$ cat config.mk
export PLATFORM = sky130hd
export DESIGN_NAME = link_rssi_stability_rate_selector_core_flat
export DESIGN_NICKNAME = d
export VERILOG_FILES = /design/src/hw/rtl/lrss_pkg.sv /design/src/hw/rtl/lrss_in_if.sv /design/src/hw/rtl/lrss_out_if.sv /design/src/hw/rtl/lrss_cfg_if.sv /design/src/hw/rtl/link_rssi_stability_rate_selector_core.sv /design/src/hw/rtl/lrss_ctrl.sv /design/src/hw/rtl/lrss_datapath.sv /design/src/flat_wrapper.sv
export SDC_FILE = /design/constraint.sdc
export NUM_CORES = 2
export LEC_CHECK = 0
export BUFFER_PORTS_ARGS = -buffer_cell sky130_fd_sc_hd__buf_2
export CAP_MARGIN = 30
export CORE_ASPECT_RATIO = 0.75
export CORE_MARGIN = 2
export CORE_UTILIZATION = 50
export CTS_CLUSTER_SIZE = 25
export DETAILED_ROUTE_END_ITERATION = 6
export GPL_TIMING_DRIVEN = 0
export PLACE_DENSITY = 0.75
export SLEW_MARGIN = 20
export SYNTH_ARGS = -nofsm -noshare
export SYNTH_HDL_FRONTEND = slang
export SYNTH_HIERARCHICAL = 1
export SYNTH_SLANG_ARGS = --single-unit
$ cat constraint.sdc
create_clock -name clk -period 6.95 [get_ports clk]
set_clock_uncertainty 0.1 [all_clocks]
set_input_delay 0.695 -clock clk [delete_from_list [all_inputs] [get_ports clk]]
set_output_delay 0.695 -clock clk [all_outputs]
set_load 0.01 [all_outputs]
$ cat src/hw/rtl/lrss_pkg.sv
`default_nettype none

package lrss_pkg;

  // Input word kinds.
  localparam logic [1:0] KIND_SAMPLE = 2'd0;
  localparam logic [1:0] KIND_ONLINE = 2'd1;
  localparam logic [1:0] KIND_TICK   = 2'd2;

  // Polling rates.
  localparam logic [1:0] RATE_FAST   = 2'd0;
  localparam logic [1:0] RATE_NORMAL = 2'd1;
  localparam logic [1:0] RATE_STABLE = 2'd2;

  // Configuration register indexes.
  localparam logic [2:0] REG_MIN_NODES    = 3'd0;
  localparam logic [2:0] REG_FAST_DMIN    = 3'd1;
  localparam logic [2:0] REG_NORMAL_DMIN  = 3'd2;
  localparam logic [2:0] REG_NORMAL_DMAX  = 3'd3;
  localparam logic [2:0] REG_STABLE_DMAX  = 3'd4;
  localparam logic [2:0] REG_FAST_INTV    = 3'd5;
  localparam logic [2:0] REG_NORMAL_INTV  = 3'd6;
  localparam logic [2:0] REG_STABLE_INTV  = 3'd7;

  // Ticks in one state-check period.
  localparam logic [3:0] CHECK_PERIOD = 4'd10;

  typedef enum logic [3:0] {
    ST_IDLE,
    ST_SR_ADDR,
    ST_SR_CMP,
    ST_SR_NEW,
    ST_EV_INIT,
    ST_EV_LADDR,
    ST_EV_META,
    ST_EV_RADDR,
    ST_EV_RDAT,
    ST_EV_DONE,
    ST_FINISH
  } lrss_state_t;

  typedef struct packed {
    logic load;
    logic srch_next;
    logic hit_wr;
    logic new_wr;
    logic ev_init;
    logic ev_meta;
    logic ev_data;
    logic ev_done;
    logic out_load;
  } lrss_cmd_t;

  typedef struct packed {
    logic at_end;
    logic match;
    logic eob;
    logic few_links;
    logic last_j;
    logic out_free;
  } lrss_stat_t;

endpackage

`default_nettype wire

$ cat src/hw/rtl/lrss_in_if.sv
`default_nettype none

interface lrss_in_if;
  logic              valid;
  logic              ready;
  logic [1:0]        kind;
  logic [7:0]        node_a;
  logic [7:0]        node_b;
  logic signed [7:0] rssi_first;
  logic signed [7:0] rssi_second;
  logic              end_of_batch;
  logic [5:0]        online_count;

  modport source (output valid, kind, node_a, node_b, rssi_first, rssi_second,
                  end_of_batch, online_count, input ready);
  modport sink (input valid, kind, node_a, node_b, rssi_first, rssi_second,
                end_of_batch, online_count, output ready);
endinterface

`default_nettype wire

$ cat src/hw/rtl/lrss_out_if.sv
`default_nettype none

interface lrss_out_if;
  logic       valid;
  logic       ready;
  logic [1:0] rate;
  logic       execute_pulse;
  logic       state_check_pulse;
  logic       sample_dropped;
  logic [7:0] spread;

  modport source (output valid, rate, execute_pulse, state_check_pulse, sample_dropped,
                  spread, input ready);
  modport sink (input valid, rate, execute_pulse, state_check_pulse, sample_dropped,
                spread, output ready);
endinterface

`default_nettype wire

$ cat src/hw/rtl/lrss_cfg_if.sv
`default_nettype none

interface lrss_cfg_if;
  logic       valid;
  logic       ready;
  logic [2:0] index;
  logic [7:0] data;

  modport source (output valid, index, data, input ready);
  modport sink (input valid, index, data, output ready);
endinterface

`default_nettype wire

$ cat src/hw/rtl/link_rssi_stability_rate_selector_core.sv
`default_nettype none

// A tick or an unknown word goes straight to the result register, loaded once the output is
// free. A link sample searches the stored links in turn, then writes a hit's ring or adds a
// new link, and runs an evaluation when it ends a batch; an online-count word always runs
// one. An evaluation walks every ring entry of every link through the ring memory, unless
// too few links are stored. One word is in flight at a time, and the next is taken the
// cycle after the result is loaded. Reset (synchronous, rst_n low) restores the register
// defaults and empties the link table; memories need no clearing pass.

module link_rssi_stability_rate_selector_core
  import lrss_pkg::*;
#(
  parameter int MAX_LINKS  = 32,
  parameter int WINDOW_LEN = 6
) (
  input  wire logic   clk,
  input  wire logic   rst_n,
  lrss_in_if.sink     in_ch,
  lrss_out_if.source  out_ch,
  lrss_cfg_if.sink    cfg_ch
);

  lrss_cmd_t  cmd;
  lrss_stat_t stat;

  // Configuration writes are always taken, unchecked; the user must send them only while idle.
  assign cfg_ch.ready = 1'b1;

  // The controller sequences the link search and the spread walk.
  lrss_ctrl u_ctrl (
    .clk      (clk),
    .rst_n    (rst_n),
    .in_valid (in_ch.valid),
    .in_kind  (in_ch.kind),
    .stat     (stat),
    .cmd      (cmd),
    .in_ready (in_ch.ready)
  );

  // The datapath holds the link table, the rings, the counters and the result register.
  lrss_datapath #(
    .MAX_LINKS  (MAX_LINKS),
    .WINDOW_LEN (WINDOW_LEN)
  ) u_dp (
    .clk                   (clk),
    .rst_n                 (rst_n),
    .cmd                   (cmd),
    .stat                  (stat),
    .in_kind               (in_ch.kind),
    .in_node_a             (in_ch.node_a),
    .in_node_b             (in_ch.node_b),
    .in_rssi_first         (in_ch.rssi_first),
    .in_rssi_second        (in_ch.rssi_second),
    .in_end_of_batch       (in_ch.end_of_batch),
    .in_online_count       (in_ch.online_count),
    .cfg_we                (cfg_ch.valid),
    .cfg_index             (cfg_ch.index),
    .cfg_data              (cfg_ch.data),
    .out_ready             (out_ch.ready),
    .out_valid             (out_ch.valid),
    .out_rate              (out_ch.rate),
    .out_execute_pulse     (out_ch.execute_pulse),
    .out_state_check_pulse (out_ch.state_check_pulse),
    .out_sample_dropped    (out_ch.sample_dropped),
    .out_spread            (out_ch.spread)
  );

endmodule

`default_nettype wire

$ cat src/hw/rtl/lrss_ctrl.sv
`default_nettype none

module lrss_ctrl
  import lrss_pkg::*;
(
  input  wire logic       clk,
  input  wire logic       rst_n,
  input  wire logic       in_valid,
  input  wire logic [1:0] in_kind,
  input  wire lrss_stat_t stat,
  output lrss_cmd_t       cmd,
  output logic            in_ready
);

  lrss_state_t state_r, state_nxt;

  always_ff @(posedge clk) begin
    if (!rst_n) begin
      state_r <= ST_IDLE;
    end else begin
      state_r <= state_nxt;
    end
  end

  always_comb begin
    state_nxt = state_r;
    case (state_r)
      ST_IDLE: begin
        if (in_valid) begin
          case (in_kind)
            KIND_SAMPLE: state_nxt = ST_SR_ADDR;
            KIND_ONLINE: state_nxt = ST_EV_INIT;
            default:     state_nxt = ST_FINISH;
          endcase
        end
      end
      ST_SR_ADDR:  state_nxt = stat.at_end ? ST_SR_NEW : ST_SR_CMP;
      ST_SR_CMP: begin
        if (stat.match) begin
          state_nxt = stat.eob ? ST_EV_INIT : ST_FINISH;
        end else begin
          state_nxt = ST_SR_ADDR;
        end
      end
      ST_SR_NEW:   state_nxt = stat.eob ? ST_EV_INIT : ST_FINISH;
      ST_EV_INIT:  state_nxt = stat.few_links ? ST_EV_DONE : ST_EV_LADDR;
      ST_EV_LADDR: state_nxt = stat.at_end ? ST_EV_DONE : ST_EV_META;
      ST_EV_META:  state_nxt = ST_EV_RADDR;
      ST_EV_RADDR: state_nxt = ST_EV_RDAT;
      ST_EV_RDAT:  state_nxt = stat.last_j ? ST_EV_LADDR : ST_EV_RADDR;
      ST_EV_DONE:  state_nxt = ST_FINISH;
      ST_FINISH:   state_nxt = stat.out_free ? ST_IDLE : ST_FINISH;
      default:     state_nxt = ST_IDLE;
    endcase
  end

  always_comb begin
    cmd      = '0;
    in_ready = 1'b0;
    case (state_r)
      ST_IDLE: begin
        in_ready = 1'b1;
        cmd.load = in_valid;
      end
      ST_SR_CMP: begin
        cmd.hit_wr    = stat.match;
        cmd.srch_next = !stat.match;
      end
      ST_SR_NEW:   cmd.new_wr   = 1'b1;
      ST_EV_INIT:  cmd.ev_init  = 1'b1;
      ST_EV_META:  cmd.ev_meta  = 1'b1;
      ST_EV_RDAT:  cmd.ev_data  = 1'b1;
      ST_EV_DONE:  cmd.ev_done  = 1'b1;
      ST_FINISH:   cmd.out_load = stat.out_free;
      default: begin
        cmd = '0;
      end
    endcase
  end

endmodule

`default_nettype wire

$ cat src/hw/rtl/lrss_datapath.sv
`default_nettype none

module lrss_datapath
  import lrss_pkg::*;
#(
  parameter int MAX_LINKS  = 32,
  parameter int WINDOW_LEN = 6
) (
  input  wire logic              clk,
  input  wire logic              rst_n,
  input  wire lrss_cmd_t         cmd,
  output lrss_stat_t             stat,
  input  wire logic [1:0]        in_kind,
  input  wire logic [7:0]        in_node_a,
  input  wire logic [7:0]        in_node_b,
  input  wire logic signed [7:0] in_rssi_first,
  input  wire logic signed [7:0] in_rssi_second,
  input  wire logic              in_end_of_batch,
  input  wire logic [5:0]        in_online_count,
  input  wire logic              cfg_we,
  input  wire logic [2:0]        cfg_index,
  input  wire logic [7:0]        cfg_data,
  input  wire logic              out_ready,
  output logic                   out_valid,
  output logic [1:0]             out_rate,
  output logic                   out_execute_pulse,
  output logic                   out_state_check_pulse,
  output logic                   out_sample_dropped,
  output logic [7:0]             out_spread
);

  localparam int IW   = $clog2(MAX_LINKS);
  localparam int LCW  = $clog2(MAX_LINKS + 1);
  localparam int RAW  = $clog2(MAX_LINKS * WINDOW_LEN);
  localparam int JW   = $clog2(WINDOW_LEN);
  localparam logic [RAW-1:0] WIN_STEP = RAW'(WINDOW_LEN);
  localparam logic [JW-1:0]  J_LAST   = JW'(WINDOW_LEN - 1);
  localparam logic [LCW-1:0] LC_MAX   = LCW'(MAX_LINKS);

  // Configuration registers.
  logic [5:0] min_nodes_r;
  logic [7:0] fast_dmin_r, normal_dmin_r, normal_dmax_r, stable_dmax_r;
  logic [7:0] fast_intv_r, normal_intv_r, stable_intv_r;

  // Captured word.
  logic [7:0]        a_r, b_r;
  logic signed [7:0] avg_r;
  logic              eob_r;

  // Block state.
  logic [LCW-1:0] link_count_r;
  logic [1:0]     rate_r;
  logic [5:0]     online_r;
  logic [7:0]     exec_el_r;
  logic [3:0]     chk_el_r;
  logic [7:0]     spread_r;

  // Walk state.
  logic [LCW-1:0] idx_r;
  logic [RAW-1:0] base_r;
  logic [JW-1:0]  j_r;
  logic [JW-1:0]  pos_r;
  logic           full_r;
  logic [7:0]     hi_r, lo_r, worst_r;
  logic           zero_r;
  logic           dropped_r, exec_p_r, chk_p_r;

  // Memories with registered reads.
  logic [15:0]   node_mem [MAX_LINKS];
  logic [JW:0]   meta_mem [MAX_LINKS];
  logic [7:0]    ring_mem [MAX_LINKS * WINDOW_LEN];
  logic [15:0]   node_q_r;
  logic [JW:0]   meta_q_r;
  logic [7:0]    ring_q_r;

  logic [IW-1:0]  rd_idx;
  logic [RAW-1:0] ring_rd_addr;
  logic [RAW-1:0] ring_wr_addr;
  logic [7:0]     ring_wr_data;
  logic           ring_we;
  logic [JW:0]    meta_wr_data;
  logic           meta_we;
  logic [IW-1:0]  wr_idx;

  assign rd_idx       = idx_r[IW-1:0];
  assign ring_rd_addr = base_r + RAW'(j_r);

  // Averaging of the two readings, truncated toward zero.
  logic signed [8:0] rssi_sum;
  logic [8:0]        rssi_adj;
  assign rssi_sum = 9'(in_rssi_first) + 9'(in_rssi_second);
  assign rssi_adj = rssi_sum + {8'd0, rssi_sum[8]};

  // Pair match, either order.
  logic match;
  assign match = (node_q_r[15:8] == a_r && node_q_r[7:0] == b_r) ||
                 (node_q_r[15:8] == b_r && node_q_r[7:0] == a_r);

  // Ring update on a hit.
  logic [JW-1:0] hit_pos, hit_pos_nxt;
  logic          hit_full;
  assign hit_pos     = meta_q_r[JW-1:0];
  assign hit_pos_nxt = (hit_pos >= J_LAST) ? '0 : hit_pos + JW'(1);
  assign hit_full    = meta_q_r[JW] || (hit_pos >= J_LAST);

  always_comb begin
    ring_we      = 1'b0;
    meta_we      = 1'b0;
    ring_wr_addr = base_r;
    ring_wr_data = avg_r;
    meta_wr_data = {1'b0, JW'(1)};
    wr_idx       = rd_idx;
    if (cmd.hit_wr) begin
      ring_we      = 1'b1;
      meta_we      = 1'b1;
      ring_wr_addr = base_r + RAW'(hit_pos);
      meta_wr_data = {hit_full, hit_pos_nxt};
    end else if (cmd.new_wr && link_count_r != LC_MAX) begin
      ring_we = 1'b1;
      meta_we = 1'b1;
    end
  end

  always_ff @(posedge clk) begin
    if (cmd.new_wr && link_count_r != LC_MAX) begin
      node_mem[wr_idx] <= {a_r, b_r};
    end
    if (meta_we) begin
      meta_mem[wr_idx] <= meta_wr_data;
    end
    node_q_r <= node_mem[rd_idx];
    meta_q_r <= meta_mem[rd_idx];
  end

  always_ff @(posedge clk) begin
    if (ring_we) begin
      ring_mem[ring_wr_addr] <= ring_wr_data;
    end
    ring_q_r <= ring_mem[ring_rd_addr];
  end

  // Spread walk: an entry never written reads as empty.
  logic       entry_ok;
  logic [7:0] entry_val, entry_abs, hi_nxt, lo_nxt, link_spread;
  assign entry_ok    = full_r || (j_r < pos_r);
  assign entry_val   = entry_ok ? ring_q_r : 8'd0;
  assign entry_abs   = entry_val[7] ? (~entry_val + 8'd1) : entry_val;
  assign hi_nxt      = (j_r == '0 || entry_abs > hi_r) ? entry_abs : hi_r;
  assign lo_nxt      = (j_r == '0 || entry_abs < lo_r) ? entry_abs : lo_r;
  assign link_spread = hi_nxt - lo_nxt;

  logic few_links;
  assign few_links = 16'(link_count_r) < 16'(min_nodes_r);

  // Final rate selection.
  logic [1:0] stab_rate, mesh_rate, new_rate;
  logic       stab_fast;
  assign stab_fast = few_links || zero_r;
  always_comb begin
    if (stab_fast || worst_r >= fast_dmin_r) begin
      stab_rate = RATE_FAST;
    end else if (worst_r >= normal_dmin_r && worst_r <= normal_dmax_r) begin
      stab_rate = RATE_NORMAL;
    end else if (worst_r <= stable_dmax_r) begin
      stab_rate = RATE_STABLE;
    end else begin
      stab_rate = RATE_FAST;
    end
  end
  assign mesh_rate = (online_r < min_nodes_r) ? RATE_FAST : RATE_STABLE;
  assign new_rate  = (stab_rate < mesh_rate) ? stab_rate : mesh_rate;

  // Tick counters.
  logic [3:0] chk_inc;
  logic [7:0] exec_inc, cur_intv;
  logic       chk_hit, exec_hit;
  assign chk_inc  = chk_el_r + 4'd1;
  assign chk_hit  = chk_inc >= CHECK_PERIOD;
  assign exec_inc = (exec_el_r == 8'hFF) ? exec_el_r : exec_el_r + 8'd1;
  always_comb begin
    case (rate_r)
      RATE_NORMAL: cur_intv = normal_intv_r;
      RATE_STABLE: cur_intv = stable_intv_r;
      default:     cur_intv = fast_intv_r;
    endcase
  end
  assign exec_hit = (online_r >= min_nodes_r) && (exec_inc >= cur_intv);

  always_ff @(posedge clk) begin
    if (!rst_n) begin
      min_nodes_r   <= 6'd3;
      fast_dmin_r   <= 8'd5;
      normal_dmin_r <= 8'd3;
      normal_dmax_r <= 8'd4;
      stable_dmax_r <= 8'd2;
      fast_intv_r   <= 8'd5;
      normal_intv_r <= 8'd8;
      stable_intv_r <= 8'd20;
    end else if (cfg_we) begin
      case (cfg_index)
        REG_MIN_NODES:   min_nodes_r   <= cfg_data[5:0];
        REG_FAST_DMIN:   fast_dmin_r   <= cfg_data;
        REG_NORMAL_DMIN: normal_dmin_r <= cfg_data;
        REG_NORMAL_DMAX: normal_dmax_r <= cfg_data;
        REG_STABLE_DMAX: stable_dmax_r <= cfg_data;
        REG_FAST_INTV:   fast_intv_r   <= cfg_data;
        REG_NORMAL_INTV: normal_intv_r <= cfg_data;
        REG_STABLE_INTV: stable_intv_r <= cfg_data;
        default: begin
          fast_intv_r <= fast_intv_r;
        end
      endcase
    end
  end

  always_ff @(posedge clk) begin
    if (!rst_n) begin
      link_count_r <= '0;
      rate_r       <= RATE_FAST;
      online_r     <= '0;
      exec_el_r    <= '0;
      chk_el_r     <= '0;
      spread_r     <= '0;
      dropped_r    <= 1'b0;
      exec_p_r     <= 1'b0;
      chk_p_r      <= 1'b0;
      idx_r        <= '0;
      base_r       <= '0;
      j_r          <= '0;
      zero_r       <= 1'b0;
      worst_r      <= '0;
    end else begin
      if (cmd.load) begin
        a_r       <= in_node_a;
        b_r       <= in_node_b;
        avg_r     <= rssi_adj[8:1];
        eob_r     <= in_end_of_batch;
        idx_r     <= '0;
        base_r    <= '0;
        dropped_r <= 1'b0;
        exec_p_r  <= 1'b0;
        chk_p_r   <= 1'b0;
        if (in_kind == KIND_ONLINE) begin
          online_r <= in_online_count;
        end
        if (in_kind == KIND_TICK) begin
          chk_p_r   <= chk_hit;
          chk_el_r  <= chk_hit ? 4'd0 : chk_inc;
          exec_p_r  <= exec_hit;
          exec_el_r <= exec_hit ? 8'd0 : exec_inc;
        end
      end
      if (cmd.srch_next) begin
        idx_r  <= idx_r + LCW'(1);
        base_r <= base_r + WIN_STEP;
      end
      if (cmd.new_wr) begin
        if (link_count_r == LC_MAX) begin
          dropped_r <= 1'b1;
        end else begin
          link_count_r <= link_count_r + LCW'(1);
        end
      end
      if (cmd.ev_init) begin
        idx_r   <= '0;
        base_r  <= '0;
        worst_r <= '0;
        zero_r  <= 1'b0;
      end
      if (cmd.ev_meta) begin
        pos_r  <= meta_q_r[JW-1:0];
        full_r <= meta_q_r[JW];
        j_r    <= '0;
      end
      if (cmd.ev_data) begin
        hi_r <= hi_nxt;
        lo_r <= lo_nxt;
        if (entry_val == 8'd0) begin
          zero_r <= 1'b1;
        end
        if (j_r == J_LAST) begin
          if (link_spread > worst_r) begin
            worst_r <= link_spread;
          end
          idx_r  <= idx_r + LCW'(1);
          base_r <= base_r + WIN_STEP;
        end else begin
          j_r <= j_r + JW'(1);
        end
      end
      if (cmd.ev_done) begin
        rate_r   <= new_rate;
        spread_r <= stab_fast ? 8'd0 : worst_r;
      end
    end
  end

  // Output register.
  always_ff @(posedge clk) begin
    if (!rst_n) begin
      out_valid <= 1'b0;
    end else if (cmd.out_load) begin
      out_valid <= 1'b1;
    end else if (out_ready) begin
      out_valid <= 1'b0;
    end
  end

  always_ff @(posedge clk) begin
    if (cmd.out_load) begin
      out_rate              <= rate_r;
      out_execute_pulse     <= exec_p_r;
      out_state_check_pulse <= chk_p_r;
      out_sample_dropped    <= dropped_r;
      out_spread            <= spread_r;
    end
  end

  assign stat.at_end    = (idx_r == link_count_r);
  assign stat.match     = match;
  assign stat.eob       = eob_r;
  assign stat.few_links = few_links;
  assign stat.last_j    = (j_r == J_LAST);
  assign stat.out_free  = !out_valid || out_ready;

endmodule

`default_nettype wire

$ cat src/flat_wrapper.sv
// flat-port wrapper written by rule: the top's interface ports become plain ports
module link_rssi_stability_rate_selector_core_flat import lrss_pkg::*;
#(
  parameter int MAX_LINKS  = 32,
  parameter int WINDOW_LEN = 6
)
  (clk, rst_n, in_ch_valid, in_ch_kind, in_ch_node_a, in_ch_node_b, in_ch_rssi_first, in_ch_rssi_second, in_ch_end_of_batch, in_ch_online_count, in_ch_ready, out_ch_valid, out_ch_rate, out_ch_execute_pulse, out_ch_state_check_pulse, out_ch_sample_dropped, out_ch_spread, out_ch_ready, cfg_ch_valid, cfg_ch_index, cfg_ch_data, cfg_ch_ready);
  lrss_in_if in_ch_i ();
  lrss_out_if out_ch_i ();
  lrss_cfg_if cfg_ch_i ();
  input  wire logic clk;
  input  wire logic rst_n;
  input wire logic [$bits(in_ch_i.valid)-1:0] in_ch_valid;
  input wire logic [$bits(in_ch_i.kind)-1:0] in_ch_kind;
  input wire logic [$bits(in_ch_i.node_a)-1:0] in_ch_node_a;
  input wire logic [$bits(in_ch_i.node_b)-1:0] in_ch_node_b;
  input wire logic [$bits(in_ch_i.rssi_first)-1:0] in_ch_rssi_first;
  input wire logic [$bits(in_ch_i.rssi_second)-1:0] in_ch_rssi_second;
  input wire logic [$bits(in_ch_i.end_of_batch)-1:0] in_ch_end_of_batch;
  input wire logic [$bits(in_ch_i.online_count)-1:0] in_ch_online_count;
  output wire logic [$bits(in_ch_i.ready)-1:0] in_ch_ready;
  output wire logic [$bits(out_ch_i.valid)-1:0] out_ch_valid;
  output wire logic [$bits(out_ch_i.rate)-1:0] out_ch_rate;
  output wire logic [$bits(out_ch_i.execute_pulse)-1:0] out_ch_execute_pulse;
  output wire logic [$bits(out_ch_i.state_check_pulse)-1:0] out_ch_state_check_pulse;
  output wire logic [$bits(out_ch_i.sample_dropped)-1:0] out_ch_sample_dropped;
  output wire logic [$bits(out_ch_i.spread)-1:0] out_ch_spread;
  input wire logic [$bits(out_ch_i.ready)-1:0] out_ch_ready;
  input wire logic [$bits(cfg_ch_i.valid)-1:0] cfg_ch_valid;
  input wire logic [$bits(cfg_ch_i.index)-1:0] cfg_ch_index;
  input wire logic [$bits(cfg_ch_i.data)-1:0] cfg_ch_data;
  output wire logic [$bits(cfg_ch_i.ready)-1:0] cfg_ch_ready;
  assign in_ch_i.valid = in_ch_valid;
  assign in_ch_i.kind = in_ch_kind;
  assign in_ch_i.node_a = in_ch_node_a;
  assign in_ch_i.node_b = in_ch_node_b;
  assign in_ch_i.rssi_first = in_ch_rssi_first;
  assign in_ch_i.rssi_second = in_ch_rssi_second;
  assign in_ch_i.end_of_batch = in_ch_end_of_batch;
  assign in_ch_i.online_count = in_ch_online_count;
  assign in_ch_ready = in_ch_i.ready;
  assign out_ch_valid = out_ch_i.valid;
  assign out_ch_rate = out_ch_i.rate;
  assign out_ch_execute_pulse = out_ch_i.execute_pulse;
  assign out_ch_state_check_pulse = out_ch_i.state_check_pulse;
  assign out_ch_sample_dropped = out_ch_i.sample_dropped;
  assign out_ch_spread = out_ch_i.spread;
  assign out_ch_i.ready = out_ch_ready;
  assign cfg_ch_i.valid = cfg_ch_valid;
  assign cfg_ch_i.index = cfg_ch_index;
  assign cfg_ch_i.data = cfg_ch_data;
  assign cfg_ch_ready = cfg_ch_i.ready;
  link_rssi_stability_rate_selector_core #(.MAX_LINKS(MAX_LINKS), .WINDOW_LEN(WINDOW_LEN)) u_core (.clk(clk), .rst_n(rst_n), .in_ch(in_ch_i), .out_ch(out_ch_i), .cfg_ch(cfg_ch_i));
endmodule
# Word level (Yosys, flattened, before mapping)

Memory sizes are Yosys's and may differ from the RTL's. A register that Yosys moved wholly into a read port is not among the register bits.
Index checks and enable logic that the tools add are counted.

Output and inout port bits: 16
Memories kept: 3
Flip-flop bits (word level): 188
RAM bits: 2176
Input port bits: 57

Reduce and logical (&&, ||, !) cells: 35
Equal/unequal tests: 31
$lt $le $gt $ge: 15
Add/subtract/negate cells: 13
Bitwise gates (word level): 2
Multiplexer cells: 68

Memory list:

| memory               | words | width | rd ports | clocked after Yosys merged registers in | wr ports | line                | source |
|---|---|---|---|---|---|---|---|
| u_core.u_dp.ring_mem | 192   | 8     | 1        | 1                                       | 1        | lrss_datapath.sv:71 | `logic [7:0] ring_mem [MAX_LINKS * WINDOW_LEN];` |
| u_core.u_dp.node_mem | 32    | 16    | 1        | 1                                       | 1        | lrss_datapath.sv:69 | `logic [15:0] node_mem [MAX_LINKS];` |
| u_core.u_dp.meta_mem | 32    | 4     | 1        | 1                                       | 1        | lrss_datapath.sv:70 | `logic [JW:0] meta_mem [MAX_LINKS];` |

Operators by type and width:

| kind                  | count |
|---|---|
| $mux W8               | 17 |
| $pmux W4 S11          | 1 |
| $eq A8 B8 Y1          | 4 |
| $mux W4               | 8 |
| $mux W6               | 5 |
| $reduce_and A2 Y1     | 14 |
| $ge A8 B8 Y1          | 3 |
| $mux W1               | 24 |
| $add A8 B1 Y8 const B | 2 |
| $add A8 B3 Y8         | 2 |
| $eq A4 B3 Y1 const B  | 4 |
| $gt A8 B8 Y1          | 2 |
| $le A8 B8 Y1          | 2 |
| $pmux W8 S2           | 1 |
| $eq A3 B3 Y1 const B  | 5 |
| $mux W2               | 7 |
| $add A6 B1 Y6 const B | 2 |
| $eq A4 B4 Y1 const B  | 3 |
| $lt A6 B6 Y1          | 2 |
| $mux W3               | 4 |
| $add A8 B8 Y9         | 1 |
| $add A9 B1 Y9         | 1 |
| $add A8 B3 Y8 const B | 1 |
| $eq A4 B2 Y1 const B  | 2 |
| 30 further kinds      | 47 |

# Logic depth before layout (Yosys ltp)

Word-level depth: 14
Mapped depth: 37
Depth with buffers taken out: 36

# Cells and area by module

Netlist, hierarchy kept.

By module, submodules not included:

| module                                 | seq. area each (µm²) | area each (µm²) | cells an instance | instances |
|---|---|---|---|---|
| lrss_datapath                          | 70167.3              | 95024.9         | 4790              | 1 |
| lrss_ctrl                              | 80.1                 | 440.4           | 62                | 1 |
| link_rssi_stability_rate_selector_core | 0.0                  | 11.3            | 2                 | 1 |

# Worst setup path after synthesis

Ideal clock, no wire load.

Path kind: register to register
Start: reg u_core.u_dp.j_r[2]
End: reg u_core.u_dp.worst_r[7]
Setup slack: 836 ps
Arrival time: 5892 ps
Stages on the path, launching flop included: 35
Setup time: 122 ps
Clock period less this slack: 6114 ps
Path through: dfxtp_1 ha_1 nand2_1 o21ai_2 nand2_1 nand2_1 ha_1 inv_1 o31ai_1 xor2_1 nor2_1 ha_1 nand4_1 or2_1 a211o_1 a21oi_1 buf_2 nand2_1 o21ai_0 ha_1 inv_1 ha_1 a31oi_1 o21ai_0 o2111ai_1 nand2_1 xor2_1 ha_1 a21o_1 a21oi_1 o21ai_0 o211a_1 and2_1 and2_1 a221o_1

Longest elaborated chain between the ends: 14
Elaborated cells on any way between the ends: 19
Classes of those cells: add/sub: 2; order compare: 4; eq/ne: 1; mux: 7; bitwise: 1; reduce/logical: 4

RTL lines:

| item                      | line                 | source |
|---|---|---|
| start, declared           | lrss_datapath.sv:61  | `logic [JW-1:0] j_r;` |
| start signal, assigned    | lrss_datapath.sv:288 | `j_r <= j_r + JW'(1);` |
| $lt A3 B3 Y1              | lrss_datapath.sv:145 | `assign entry_ok = full_r \|\| (j_r < pos_r);` |
| $logic_or A1 B1 Y1        | lrss_datapath.sv:145 |  |
| $mux W8                   | lrss_datapath.sv:146 | `assign entry_val = entry_ok ? ring_q_r : 8'd0;` |
| $not A8 Y8                | lrss_datapath.sv:147 | `assign entry_abs = entry_val[7] ? (~entry_val + 8'd1) : entry_val;` |
| $add A8 B1 Y8             | lrss_datapath.sv:147 |  |
| $mux W8                   | lrss_datapath.sv:147 |  |
| $lt A8 B8 Y1              | lrss_datapath.sv:149 | `assign lo_nxt = (j_r == '0 \|\| entry_abs < lo_r) ? entry_abs : lo_r;` |
| $logic_or A1 B1 Y1        | lrss_datapath.sv:149 |  |
| $mux W8 (*)               | lrss_datapath.sv:149 |  |
| via u_core.u_dp.lo_nxt[0] | lrss_datapath.sv:144 | `logic [7:0] entry_val, entry_abs, hi_nxt, lo_nxt, link_spread;` |
| $sub A8 B8 Y8 (*)         | lrss_datapath.sv:150 | `assign link_spread = hi_nxt - lo_nxt;` |
| $gt A8 B8 Y1              | lrss_datapath.sv:282 | `if (link_spread > worst_r) begin` |
| $mux W8 (*)               | lrss_datapath.sv:282 |  |
| $mux W8 (*)               | lrss_datapath.sv:281 | `if (j_r == J_LAST) begin` |
| $mux W8 (*)               | lrss_datapath.sv:275 | `if (cmd.ev_data) begin` |
| end signal, assigned      | lrss_datapath.sv:283 | `worst_r <= link_spread;` |
| end, declared             | lrss_datapath.sv:64  | `logic [7:0] hi_r, lo_r, worst_r;` |

The timed path passes the listed nets; every way through them passes the cells marked *.
A chain may end at the register's enable or synchronous reset.

# Worst setup path in the final report

Ends and elaborated chain as after synthesis.

==> results.toml <==
[grt]
gr-total-overflow = 0
track_usage = 0.249
antenna_found_initial = 13
grt_max_degree = 33
grt_pass1_wl_um = 349000
grt_pass1_vias = 49849

[clock_network]
htreeDepth = 4
clockRootBuffer = "clkbuf_16"
clk-insertion-delay-late_ns = 0.86
path_clk_slew_ns = 0.06
cts_sinks = 2392
cts_tree = "done"
clockBufferDepth = 3
numCtsBuffers = 214

[timing]
relSlewSlack = 0.278
final_hold_viol_count = 0
min_period_ns = 6.60
timing.final.crit_share = 0.949
setup_viol = 0
fmax_ghz = 0.152
holdWs_ns = 0.0666
tightestPinTransition_ns = 1.08
setup_ws_ns = 0.352
slew_viol_final = 0

[critical_path]
endpoint_kind = "flip-flop"
arrival_ns = 7.22
required_ns = 7.57
cp_max_fo = 7
max_stage_delay_ns = 0.41
slowest_stage = "or3_4"
start_kind = "flip-flop"
path_class = "flip-flop to flip-flop"

[synth]
async_flop_share = 0
netlist_instances = 4854
yosysSeqAreaShare = 0.736
syn-cell-area_um2 = 95500
ys_ff_latch = 2392
synth_flop_cell = "edfxtp_1"
yosysWarnings = 6
avgSynthCellArea_um2 = 19.7
synth_nets = 5028
synth_edf_count = 2234
synth_cell_types = 77

[routing]
drc = 0
drtIter0Drc = 7911
first_pass_iters = 7
ant_nets = 0
vias = 51211
avgRoutedWirePerCell_um = 30.3
via_per_inst = 6.38
wl_um = 243000

[run_status]
outcome = "finished, final reports clean"

[floorplanning]
initial_core_util = 0.505
fp.dieW_um = 509
core_um2 = 189000
ioPinCount = 73
dieArea_um2 = 195000
die_y_um = 382
num_rows = 138

[flow_run]
drv_cap = 0

[final_layout]
area_growth_syn_to_layout_pct = 14.2
nets = 5496
stdcell_area_um2 = 109000
drive_gt1_frac = 0.252
final_core_util = 0.576

[placement]
place_ws_ns = -0.488
dp_hpwl_um = 165000
io_buffers = 63
postPlaceCellArea_um2 = 102000
gp_congestion = 0.912

[pwr]
leakage_nw = 34.0
power_mw = 36.4
ir_drop_uv = 237
powerDensity_nw_per_um2 = 334

[worst_hold_path]
hold_path_class = "input pin to flip-flop"
## cell families (layout without fill, tap and decap cells)
family	count (synthesis)	count (layout)	share of synthesized area
and+or+nand+nor	833	833	0.0391
muxes	687	687	0.159
DFF	2392	2392	0.736
other	1	5	0.0000393
buffers and inverters	350	996	0.0149
adders and majority gates	118	118	0.0157
AOI/OAI and AO/OA	370	370	0.0260
xor gates and xnor gates	103	103	0.00945
## synth_stat cells, types with 3 or more instances
master,instances,share of area
a211o_1,3,0.00028
a22o_1,4,0.00037
nand3_1,42,0.0022
buf_6,3,0.00035
mux2i_1,18,0.0019
o211ai_1,12,0.00094
edfxtp_1,2234,0.70
a21o_1,27,0.0021
o21a_1,10,0.00079
nor2b_1,50,0.0033
nor4_1,11,0.00072
nand2b_1,18,0.0012
a21boi_0,40,0.0031
or2_2,4,0.00026
a211oi_1,3,0.00024
mux4_2,664,0.16
buf_1,35,0.0014
ha_1,114,0.015
o21ai_0,43,0.0023
o221ai_1,3,0.00028
xnor2_1,40,0.0037
a32oi_1,3,0.00028
nor3b_1,11,0.00086
o31ai_1,8,0.00063
dfxtp_1,158,0.033
mux2_2,5,0.00059
fa_1,3,0.00063
nand2_1,217,0.0085
buf_4,5,0.00039
inv_1,97,0.0038
a22oi_1,90,0.0071
xor2_1,63,0.0058
nor2_1,366,0.014
nand3b_1,8,0.00063
nand4_1,43,0.0028
and3_1,8,0.00052
or3_1,5,0.00033
a21oi_1,91,0.0048
o21bai_1,3,0.00024
a31oi_1,8,0.00052
clkbuf_1,156,0.0061
and2_1,15,0.00098
buf_2,52,0.0027
nor4b_1,3,0.00028
nor3_1,20,0.0010
## path summary, 6_finish.rpt
path | slack (ns) | endpoint | depth (start not counted) | startpoint
worst max-delay path | 0.35 | u_core/u_dp/worst_r[7] | 32 | u_core/u_dp/j_r[2]
worst min-delay path | 0.07 | u_core/u_dp/online_r[5] | 3 | in_ch_online_count[5]
worst max register to register | 0.35 | u_core/u_dp/worst_r[7] | 32 | u_core/u_dp/j_r[2]
worst min register to register | 0.33 | u_core/u_dp/out_spread[5] | 0 | u_core/u_dp/spread_r[5]
## critical path: cells and delay by family (launching register included)
family / cells / cell delay, ns
DFF: 1 / 0.36
muxes: 1 / 0.36
buffers and inverters: 2 / 0.28
adders and majority gates: 5 / 1.30
xor gates and xnor gates: 2 / 0.36
and+or+nand+nor: 7 / 1.35
AOI/OAI and AO/OA: 15 / 2.35
## report_power, final
| part | leakage (nW) | switching (mW) | internal (mW) |
|---|---|---|---|
| Combinational | 9.39 | 4.73 | 3.52 |
| Clock | 3.36 | 5.23 | 6.35 |
| Sequential | 21.3 | 0.195 | 16.4 |
## state kept, by name, indices dropped and copies added (netlist names), 16 cells and up
register,count
u_core/u_dp/meta_mem,128
u_core/u_dp/ring_mem,1536
u_core/u_dp/node_q_r,16
u_core/u_dp/node_mem,512
## routing by layer
metal	GRT usage	routed length, um	vias up
met5	0	32	-
met4	0.0570	5690	4
met3	0.0931	37100	419
met2	0.359	107000	3633
met1	0.364	93200	26494
li1	-	-	20661
## stage by stage
step,instances,TNS [ns]
global placement,7437,-1.05
global route,8021,-0.0644
finish,8024,0
floorplan,4854,0
detailed placement,7586,-2.50
CTS,8000,0
## repair_timing
action | CTS | global route
endpoints found under the setup margin | 8 | 8
gates resized for setup | 16 | 38
pin swaps | 0 | 10
setup buffers | 0 | 10
endpoints found under the hold margin | 20 | 0
hold buffers | 20 | 0
## layout by cell type, fill, tap and decap left out, types with 39 or more instances in the layout
cell type     n
buf_6        46
nand3_1      42
nand2_1     214
clkbuf_16   215
nor2b_1      49
inv_1        97
clkinv_1     45
clkbuf_1    178
xor2_1       62
buf_8        84
mux4_2      664
buf_2       128
a22oi_1      90
a21boi_0     39
dfxtp_1     156
a21oi_1      90
nand4_1      43
edfxtp_1   2234
nor2_1      329
ha_1        111
clkinv_2     44
## cell type report
| type | instances | area, um^2 |
|---|---|---|
| fill | 13463 | 80200 |
| clock inverter | 132 | 1240 |
| clock buffer | 262 | 5630 |
| sequential | 2392 | 70200 |
| multi-input combinational | 2112 | 24100 |
| antenna | 4 | 10.0 |
| timing repair buffer | 252 | 3090 |
| inverter | 98 | 368 |
| tap | 2520 | 3150 |
| buffer | 252 | 1110 |
Power figures use the tool's default switching activity.
